### src/rtl/saq_pkg.sv
// ----------------------------------------------------------------------------
// Sorted arrival queue package
// Shared widths, command and status codes, and the cell control bundle.
// ----------------------------------------------------------------------------
package saq_pkg;

  localparam int DEPTH     = 16;
  localparam int KEY_WIDTH = 16;
  localparam int ID_WIDTH  = 16;
  localparam int CNT_WIDTH = $clog2(DEPTH + 1);

  localparam logic [1:0] CMD_INSERT = 2'd0;
  localparam logic [1:0] CMD_APPEND = 2'd1;
  localparam logic [1:0] CMD_POP    = 2'd2;

  localparam logic [1:0] ST_DONE  = 2'd0;
  localparam logic [1:0] ST_FULL  = 2'd1;
  localparam logic [1:0] ST_EMPTY = 2'd2;

  localparam logic [1:0] OP_HOLD   = 2'd0;
  localparam logic [1:0] OP_INSERT = 2'd1;
  localparam logic [1:0] OP_POP    = 2'd2;

  typedef struct packed {
    logic [1:0]           op;
    logic                 append;
    logic [KEY_WIDTH-1:0] new_key;
    logic [ID_WIDTH-1:0]  new_id;
  } saq_ctrl_t;

endpackage

### src/rtl/saq_cell.sv
// ----------------------------------------------------------------------------
// Sorted arrival queue cell
// Holds one entry, compares it with the incoming key, and shifts toward the
// tail on insert or toward the head on pop.
// ----------------------------------------------------------------------------
module saq_cell (
  input  logic                          clk,
  input  saq_pkg::saq_ctrl_t            ctrl,
  input  logic                          occ,
  input  logic                          prev_match,
  input  logic                          hit_in,
  input  logic [saq_pkg::KEY_WIDTH-1:0] prev_key,
  input  logic [saq_pkg::ID_WIDTH-1:0]  prev_id,
  input  logic [saq_pkg::KEY_WIDTH-1:0] next_key,
  input  logic [saq_pkg::ID_WIDTH-1:0]  next_id,
  output logic                          match,
  output logic                          hit_out,
  output logic [saq_pkg::KEY_WIDTH-1:0] cell_key,
  output logic [saq_pkg::ID_WIDTH-1:0]  cell_id
);

  logic                          take_prev;
  logic                          take_new;
  logic [saq_pkg::KEY_WIDTH-1:0] cell_key_next;
  logic [saq_pkg::ID_WIDTH-1:0]  cell_id_next;

  // An entry matches when it is stored and the request is an append or its key does not exceed the new key.
  assign match     = occ && (ctrl.append || (cell_key <= ctrl.new_key));
  assign hit_out   = match || hit_in;
  assign take_prev = !hit_out && !prev_match;
  assign take_new  = !hit_out && prev_match;

  always_comb begin
    cell_key_next = cell_key;
    cell_id_next  = cell_id;
    unique case (ctrl.op)
      saq_pkg::OP_INSERT: begin
        if (take_prev) begin
          cell_key_next = prev_key;
          cell_id_next  = prev_id;
        end else if (take_new) begin
          cell_key_next = ctrl.new_key;
          cell_id_next  = ctrl.new_id;
        end
      end
      saq_pkg::OP_POP: begin
        cell_key_next = next_key;
        cell_id_next  = next_id;
      end
      default: begin
        cell_key_next = cell_key;
        cell_id_next  = cell_id;
      end
    endcase
  end

  always_ff @(posedge clk) begin
    cell_key <= cell_key_next;
    cell_id  <= cell_id_next;
  end

endmodule

### src/rtl/sorted_arrival_queue_core.sv
// ----------------------------------------------------------------------------
// Sorted arrival queue core
// Bounded queue of (id, key) entries held in a row of compare-and-shift cells.
// ----------------------------------------------------------------------------
// For each request, every cell compares its key with the incoming key in
// parallel, the insert position ripples through the row as a single match
// bit, and the cells that move shift by one place at the same clock edge.
// A new request is taken every cycle while the result register is empty or is
// being drained, so the sustained rate is one request per cycle. A sorted
// insert goes after the last stored entry whose key is less than or equal to
// the new key, an append goes to the tail, and a pop returns the head entry.
// Every request produces exactly one result carrying the status and the count
// of stored entries after the request.
module sorted_arrival_queue_core (
  input  logic                          clk,
  input  logic                          rst,
  input  logic                          in_valid,
  output logic                          in_stall,
  input  logic [1:0]                    cmd,
  input  logic [saq_pkg::ID_WIDTH-1:0]  item_id,
  input  logic [saq_pkg::KEY_WIDTH-1:0] key,
  output logic                          out_valid,
  input  logic                          out_stall,
  output logic [1:0]                    status,
  output logic [saq_pkg::ID_WIDTH-1:0]  out_id,
  output logic [saq_pkg::KEY_WIDTH-1:0] out_key,
  output logic [saq_pkg::CNT_WIDTH-1:0] count
);

  logic                          in_fire;
  logic                          is_add;
  logic                          is_pop;
  logic                          full;
  logic                          empty;
  logic [saq_pkg::CNT_WIDTH-1:0] fill_count;
  logic [saq_pkg::CNT_WIDTH-1:0] fill_count_next;
  logic [1:0]                    status_next;
  logic [saq_pkg::ID_WIDTH-1:0]  out_id_next;
  logic [saq_pkg::KEY_WIDTH-1:0] out_key_next;
  logic                          out_valid_next;
  saq_pkg::saq_ctrl_t            ctrl;

  logic [saq_pkg::KEY_WIDTH-1:0] cell_key [saq_pkg::DEPTH];
  logic [saq_pkg::ID_WIDTH-1:0]  cell_id  [saq_pkg::DEPTH];
  logic [saq_pkg::DEPTH-1:0]     occ;
  logic [saq_pkg::DEPTH-1:0]     match;
  logic [saq_pkg::DEPTH:0]       hit;

  assign in_stall = out_valid && out_stall;
  assign in_fire  = in_valid && !in_stall;
  assign is_add   = (cmd == saq_pkg::CMD_INSERT) || (cmd == saq_pkg::CMD_APPEND);
  assign is_pop   = (cmd == saq_pkg::CMD_POP);
  assign full     = (fill_count == saq_pkg::CNT_WIDTH'(saq_pkg::DEPTH));
  assign empty    = (fill_count == '0);

  always_comb begin
    ctrl.op      = saq_pkg::OP_HOLD;
    ctrl.append  = (cmd == saq_pkg::CMD_APPEND);
    ctrl.new_key = key;
    ctrl.new_id  = item_id;
    if (in_fire && is_add && !full) begin
      ctrl.op = saq_pkg::OP_INSERT;
    end else if (in_fire && is_pop && !empty) begin
      ctrl.op = saq_pkg::OP_POP;
    end
  end

  assign hit[saq_pkg::DEPTH] = 1'b0;

  for (genvar i = 0; i < saq_pkg::DEPTH; i++) begin : g_cell
    assign occ[i] = (saq_pkg::CNT_WIDTH'(i) < fill_count);

    saq_cell u_cell (
      .clk        (clk),
      .ctrl       (ctrl),
      .occ        (occ[i]),
      .prev_match ((i == 0) ? 1'b1 : match[(i == 0) ? 0 : i - 1]),
      .hit_in     (hit[i + 1]),
      .prev_key   (cell_key[(i == 0) ? 0 : i - 1]),
      .prev_id    (cell_id[(i == 0) ? 0 : i - 1]),
      .next_key   (cell_key[(i == saq_pkg::DEPTH - 1) ? i : i + 1]),
      .next_id    (cell_id[(i == saq_pkg::DEPTH - 1) ? i : i + 1]),
      .match      (match[i]),
      .hit_out    (hit[i]),
      .cell_key   (cell_key[i]),
      .cell_id    (cell_id[i])
    );
  end

  always_comb begin
    fill_count_next = fill_count;
    status_next     = saq_pkg::ST_DONE;
    out_id_next     = '0;
    out_key_next    = '0;
    if (is_add) begin
      if (full) begin
        status_next = saq_pkg::ST_FULL;
      end else begin
        fill_count_next = fill_count + 1'b1;
      end
    end else if (is_pop) begin
      if (empty) begin
        status_next = saq_pkg::ST_EMPTY;
      end else begin
        out_id_next     = cell_id[0];
        out_key_next    = cell_key[0];
        fill_count_next = fill_count - 1'b1;
      end
    end
  end

  assign out_valid_next = in_fire || (out_valid && out_stall);

  always_ff @(posedge clk) begin
    if (rst) begin
      fill_count <= '0;
      out_valid  <= 1'b0;
    end else begin
      out_valid <= out_valid_next;
      if (in_fire) begin
        fill_count <= fill_count_next;
      end
    end
  end

  always_ff @(posedge clk) begin
    if (in_fire) begin
      status  <= status_next;
      out_id  <= out_id_next;
      out_key <= out_key_next;
      count   <= fill_count_next;
    end
  end

  a_count_bound: assert property (@(posedge clk) disable iff (rst)
    fill_count <= saq_pkg::CNT_WIDTH'(saq_pkg::DEPTH))
    else $error("Fill count exceeds the queue depth.");

  a_full_status: assert property (@(posedge clk) disable iff (rst)
    out_valid && (status == saq_pkg::ST_FULL) |->
      (count == saq_pkg::CNT_WIDTH'(saq_pkg::DEPTH)))
    else $error("Full status reported while the queue has room.");

  a_empty_status: assert property (@(posedge clk) disable iff (rst)
    out_valid && (status == saq_pkg::ST_EMPTY) |->
      (count == '0) && (out_key == '0) && (out_id == '0))
    else $error("Empty status reported with stored entries or data.");

  a_pop_count: assert property (@(posedge clk) disable iff (rst)
    in_fire && is_pop && !empty |=>
      (fill_count + 1'b1 == $past(fill_count)))
    else $error("Pop did not remove exactly one entry.");

endmodule

### config.mk
export PLATFORM = sky130hd
export DESIGN_NAME = sorted_arrival_queue_core
export DESIGN_NICKNAME = d
export VERILOG_FILES = /design/src/rtl/saq_pkg.sv /design/src/rtl/saq_cell.sv /design/src/rtl/sorted_arrival_queue_core.sv
export SDC_FILE = /design/constraint.sdc
export NUM_CORES = 2
export LEC_CHECK = 0
export ABC_CLOCK_PERIOD_IN_PS = 12810
export BUFFER_PORTS_ARGS = -buffer_cell sky130_fd_sc_hd__buf_2
export CAP_MARGIN = 40
export CORE_MARGIN = 2
export CORE_UTILIZATION = 30
export DETAILED_ROUTE_END_ITERATION = 10
export SLEW_MARGIN = 20
export SYNTH_ARGS = -nofsm -noshare
export SYNTH_HDL_FRONTEND = slang
export SYNTH_HIERARCHICAL = 1
export SYNTH_SLANG_ARGS = --single-unit
### constraint.sdc
create_clock -name clk -period 12.81 [get_ports clk]
set_input_delay 0 -clock clk [delete_from_list [all_inputs] [get_ports clk]]
set_output_delay 0 -clock clk [all_outputs]
set_load 0.005 [all_outputs]
Yosys cells after proc, flatten, opt, wreduce, memory -nomap -nowiden
Cells that the tools add are included.
{"block": "totals", "input_bits": 38, "word_cells": 334, "regBits": 557}
{"block": "op_classes", "n_mux": 102, "addsub": 2, "reduce_logical": 139, "n_bitwise": 1, "n_eq_ne": 20, "n_lt_le_gt_ge": 32}
{"op": "16-bit 2-to-1 mux", "count": 62}
{"op": "16-bit one-hot mux with 2 select lines", "count": 30}
{"op": "16-bit less-or-equal comparator", "count": 16}
{"op": "1-bit logical AND", "count": 52}
{"op": "3-bit by 1-bit != test with 1-bit output (second input constant)", "count": 14}
{"op": "4-bit by 5-bit less-than comparator with 1-bit output (first input constant)", "count": 8}
{"op": "1-bit logical NOT", "count": 33}
{"op": "1-bit logical OR", "count": 33}
{"op": "2-bit AND reduction", "count": 16}
{"op": "3-bit by 5-bit less-than comparator with 1-bit output (first input constant)", "count": 4}
{"op": "5-bit 2-to-1 mux", "count": 4}
{"op": "1-bit by 5-bit less-than comparator with 1-bit output (first input constant)", "count": 2}
{"op": "2-bit by 5-bit less-than comparator with 1-bit output (first input constant)", "count": 2}
{"op": "2-bit 2-to-1 mux", "count": 5}
{"op": "5-bit by 1-bit adder with 5-bit output (second input constant)", "count": 1}
{"op": "5-bit equality test (second input constant)", "count": 1}
{"op": "5-bit logical NOT", "count": 1}
{"op": "5-bit by 1-bit subtractor with 5-bit output (second input constant)", "count": 1}
{"op": "2-bit by 1-bit equality test with 1-bit output (second input constant)", "count": 2}
{"op": "2-bit equality test (second input constant)", "count": 2}
{"op": "2-bit nonzero test", "count": 2}
{"op": "3-bit OR reduction", "count": 1}
{"op": "2-bit logical NOT", "count": 1}
{"op": "2-bit != test (second input constant)", "count": 1}
{"op": "other kinds (2)", "count": 2}

Logic depth before layout (Yosys ltp)
{"block": "depth", "ltp_word": 22, "ltp_mapped": 70, "depth_no_buf": 39}

Modules after synthesis
The synthesis kept the hierarchy.
{"mod": "saq_cell (g_cell[0].u_cell ...)", "seq_area_each_um2": 960.9, "n_inst": 15, "area_each_um2": 2800.2, "cells_each": 255}
{"mod": "saq_cell (g_cell[9].u_cell)", "seq_area_each_um2": 960.9, "n_inst": 1, "area_each_um2": 2249.7, "cells_each": 247}
{"mod": "sorted_arrival_queue_core", "seq_area_each_um2": 1291.2, "n_inst": 1, "area_each_um2": 2140.8, "cells_each": 179}

Least setup slack after synthesis
OpenSTA, ideal clock, no wires.
{"block": "synth_timing", "path_kind": "flip-flop to flip-flop", "startpoint": "register g_cell[15].u_cell/cell_key[14] in the netlist's numbering", "endpoint": "register g_cell[0].u_cell/cell_id[0] in the netlist's numbering (enable)", "path_stages_with_launch": 70, "arrival_ns": 13.640, "setup_time_ns": 0.425, "setup_slack_ns": -1.255, "cell_sequence": "edfxtp_1 -> ha_1 -> nand4_2 -> nor4_2 -> a21boi_2 -> a2111oi_2 -> buf_6 -> buf_6 -> or2_1 -> a21o_1 -> buf_2 -> buf_2 -> or2_1 -> a21o_1 -> buf_2 -> buf_2 -> or2_1 -> a21o_1 -> (+34 left out) -> or2_1 -> a21o_1 -> buf_2 -> buf_2 -> or2_1 -> a21o_1 -> buf_2 -> buf_2 -> or2_1 -> a21o_1 -> buf_2 -> buf_2 -> or2_1 -> a21o_1 -> buf_2 -> buf_2 -> or2_1 -> o21ai_1"}
{"block": "synth_between", "elab_chain_cells": 20}
{"item": "start: declaration", "line": "saq_cell.sv:18", "text": "output logic [saq_pkg::KEY_WIDTH-1:0] cell_key,"}
{"item": "start signal: assignment", "line": "saq_cell.sv:58", "text": "cell_key <= cell_key_next;"}
{"item": "16-bit less-or-equal comparator", "line": "saq_cell.sv:28", "text": "assign match = occ && (ctrl.append || (cell_key <= ctrl.new_key));"}
{"item": "1-bit logical OR", "line": "saq_cell.sv:28"}
{"item": "1-bit logical AND", "line": "saq_cell.sv:28"}
{"item": "named net hit, one bit", "line": "sorted_arrival_queue_core.sv:47", "text": "logic [saq_pkg::DEPTH:0] hit;"}
{"item": "1-bit logical OR", "line": "saq_cell.sv:29", "text": "assign hit_out = match || hit_in;"}
{"item": "named net hit, one bit", "line": "sorted_arrival_queue_core.sv:47"}
{"item": "1-bit logical OR", "line": "saq_cell.sv:29"}
{"item": "named net hit, one bit", "line": "sorted_arrival_queue_core.sv:47"}
{"item": "(+1 left out)"}
{"item": "named net hit, one bit", "line": "sorted_arrival_queue_core.sv:47"}
{"item": "(+1 left out)"}
{"item": "named net hit, one bit", "line": "sorted_arrival_queue_core.sv:47"}
{"item": "(+1 left out)"}
{"item": "named net hit, one bit", "line": "sorted_arrival_queue_core.sv:47"}
{"item": "(+1 left out)"}
{"item": "named net hit, one bit", "line": "sorted_arrival_queue_core.sv:47"}
{"item": "(+1 left out)"}
{"item": "named net hit, one bit", "line": "sorted_arrival_queue_core.sv:47"}
{"item": "(+1 left out)"}
{"item": "named net hit, one bit", "line": "sorted_arrival_queue_core.sv:47"}
{"item": "(+1 left out)"}
{"item": "named net hit, one bit", "line": "sorted_arrival_queue_core.sv:47"}
{"item": "(+1 left out)"}
{"item": "named net hit, one bit", "line": "sorted_arrival_queue_core.sv:47"}
{"item": "(+1 left out)"}
{"item": "named net hit, one bit", "line": "sorted_arrival_queue_core.sv:47"}
{"item": "(+1 left out)"}
{"item": "named net hit, one bit", "line": "sorted_arrival_queue_core.sv:47"}
{"item": "1-bit logical OR", "line": "saq_cell.sv:29"}
{"item": "named net hit, one bit", "line": "sorted_arrival_queue_core.sv:47"}
{"item": "1-bit logical OR", "line": "saq_cell.sv:29"}
{"item": "named net hit, one bit", "line": "sorted_arrival_queue_core.sv:47"}
{"item": "1-bit logical OR", "line": "saq_cell.sv:29"}
{"item": "named net hit, one bit", "line": "sorted_arrival_queue_core.sv:47"}
{"item": "2-bit != test (no line)"}
{"item": "2-bit AND reduction (no line)"}
{"item": "end signal: assignment", "line": "saq_cell.sv:59", "text": "cell_id <= cell_id_next;"}
{"item": "end: declaration", "line": "saq_cell.sv:19", "text": "output logic [saq_pkg::ID_WIDTH-1:0] cell_id"}
The timed path passes the listed nets, and every way through them passes these cells.
A chain may end at the register's enable or synchronous reset.

Final worst setup path
{"block": "layout_timing", "startpoint": "register g_cell[15].u_cell/cell_key[11] in the netlist's numbering", "endpoint": "register g_cell[0].u_cell/cell_id[7] in the netlist's numbering (enable)"}
The elaborated chain is that of the path after synthesis.

==> metrics.txt <==
number of global-route vias before repair 34400; root buffer cell clkbuf_16; cell area after placement 0.0485 mm^2; sum of routed wire length over all layers ~140000 um; global routing met2 resource utilization 25.7%; total of buffers placed on input and output ports 78; result of the run complete, no violations; placeable core area around 0.15 mm^2; Netlist Area Pre-Place about 0.046 mm^2; leakage power of the design 0.0213 uW; Initial Utilization 30.1%; gate count of the mapped netlist 4247; fraction of met3 tracks used by global routing about 2.6%; number of iterations in the first detailed-routing pass 6; global route hottest layer met2; Final HPWL DP between 90000 and 100000 um; fin area 0.0516 mm^2; slew at the pin closest to its max-slew limit 0.871 ns; first-pass GRT wire length 216000 um; f_max 96.0 MHz; worst path required time 13.16 ns; count of buffers added by post-CTS timing repair for setup 0; final-layout setup total negative slack 0 ns; DR WL/cell 22.6 um; final worst-path cycle share 81.4%; # H-tree levels 3; Ports 79; type of the setup path with the least slack reg2reg; critical path peak fanout 65; CP arrival 10.77 ns; TritonCTS buffer count 72; clock tree from TritonCTS done; count of endpoints failing setup in the final report 0; mean cell area of the mapped netlist 10.9 um^2; DRC violation count after routing 0; antenna violation net count after detailed routing 0; die height 397 um; RSZ-0062 raised after global routing no; total routing usage reported by global routing 17.1%; met1 GRT Util 25.2%; routability congestion estimate from global placement 0.895; number of antenna violations at the first check in global routing 2; kind of end point of the critical path flip-flop; DR vias/cell 5.77; clock buffer depth 3; max-cap violations 0; CP max stage cell edfxtp_1; area growth from synthesis to final layout 11.2%; Setup Skew 0.0216 ns; total overflow reported by the global router 0; pin count of the biggest net entering global routing 66; power density over the cells 113 mW/mm^2; worst-skew pair later-pin latency 0.66 ns; final critical-path required period 10.42 ns; remaining max-slew budget at the tightest pin 42.0%; path class of the lowest-slack min-delay path in2reg; Mapped Nets 4545; layout cells sized above 1 22.4%; peak supply drop 0.0861 mV; count of vias placed by the detailed router between 30000 and 40000; x dimension of the die ~400 um; Worst Setup Start Kind flip-flop; area of the die 0.158 mm^2; diode count 0; net total in the final layout 4413; clock sink total around 560; Max stage delay on crit path 0.47 ns; number of hold violations in the final report 0; Clk pin slew, worst setup/hold paths around 0.06 ns; Min-Delay Path Depth 3; total count of max-transition violations in the final report 0; # rows about 140; synth warn 6; Register-to-Register Path Depth 40; DRC violation total after the first TritonRoute iteration 4110
==> power by group <==
| group | switching, uW | internal, uW | total (uW) |
|---|---|---|---|
| sequential | 103 | 2210 | 2320 |
| combinational | 882 | 642 | 1520 |
| clock | 855 | 1150 | 2010 |
==> per-layer routing <==
| layer | part of all wire (%) | routed length (um) | vias up |
|---|---|---|---|
| met3 | 7.2 | 10200 | 227 |
| li1 | - | - | 16300 |
| met1 | 47 | 66000 | 17900 |
| met2 | 43 | 60700 | 1406 |
| met5 | 0.0093 | 13 | - |
| met4 | 2.5 | 3500 | 2 |
==> cell type report <==
type | instances | area, um^2
fillers | 15400 | 102000
multi-input cells | 2493 | 24800
flip-flops and latches | 557 | 16700
inverters | 746 | 2810
well taps | 2044 | 2560
repair buffers | 245 | 2510
clock buffers | 93 | 1940
clock inverters | 33 | 299
==> worst max-delay path, delay by kind of cell, from the launching register on <==
kind	cells	cell delay [ns]
simple gates	17	4.28
compound gates	18	4.14
buf+inv	4	0.86
flops	1	0.47
fa+ha+maj	1	0.31
==> repair_timing <==
action | in CTS | in global routing
gates resized for setup | 0 | 0
hold endpoints to repair | 17 | 0
hold buffers | 16 | 0
==> final timing paths <==
| path | from | endpoint | slack, ns |
|---|---|---|---|
| worst max-delay path | g_cell[15].u_cell/cell_key[11]$_DFFE_PP_ | g_cell[0].u_cell/cell_id[7]$_DFFE_PP_ | 2.39 |
| worst min register to register | g_cell[0].u_cell/cell_id[15]$_DFFE_PP_ | out_id[15]$_SDFFCE_PP0N_ | 0.58 |
| worst min-delay path | item_id[1] | g_cell[9].u_cell/cell_id[1]$_DFFE_PP_ | 0.03 |
| worst max register to register | g_cell[15].u_cell/cell_key[11]$_DFFE_PP_ | g_cell[0].u_cell/cell_id[7]$_DFFE_PP_ | 2.39 |
==> sequential cells by signal, summed over array words and instances (netlist names) <==
register                cells
count                       5
fill_count                  5
g_cell.u_cell/cell_id     256
g_cell.u_cell/cell_key    256
out_id                     16
out_key                    16
out_valid                   1
status                      2
==> metrics by stage <==
step                util (%)  setup WS, ns  total power (uW)  std cells  hold slack, ns
finish                  33.5          2.39              5850       6211          0.0318
global placement        31.2          2.20              3750       6021           0.230
global route            33.5          2.02              6090       6211          0.0474
floorplan                  -        0.0110              3440       4247          0.0691
detailed placement      31.5          2.42              3820       6041           0.238
CTS                     33.1          2.45              5840       6183         0.00204
==> cell usage in the layout (no fill, tap or decap), types with 18 or more instances in the layout <==
| master | n |
|---|---|
| nand4_1 | 18 |
| nand2_1 | 70 |
| o31a_1 | 480 |
| edfxtp_1 | 551 |
| buf_4 | 103 |
| clkbuf_16 | 75 |
| a31oi_1 | 36 |
| buf_16 | 34 |
| o21ai_1 | 59 |
| nand2b_1 | 39 |
| clkinv_1 | 18 |
| a21oi_1 | 163 |
| nor2_1 | 99 |
| buf_2 | 79 |
| clkbuf_1 | 18 |
| ha_1 | 259 |
| and2_1 | 34 |
| o22a_1 | 480 |
| o41ai_2 | 480 |
| inv_1 | 744 |
Power figures use the tool's default switching activity.
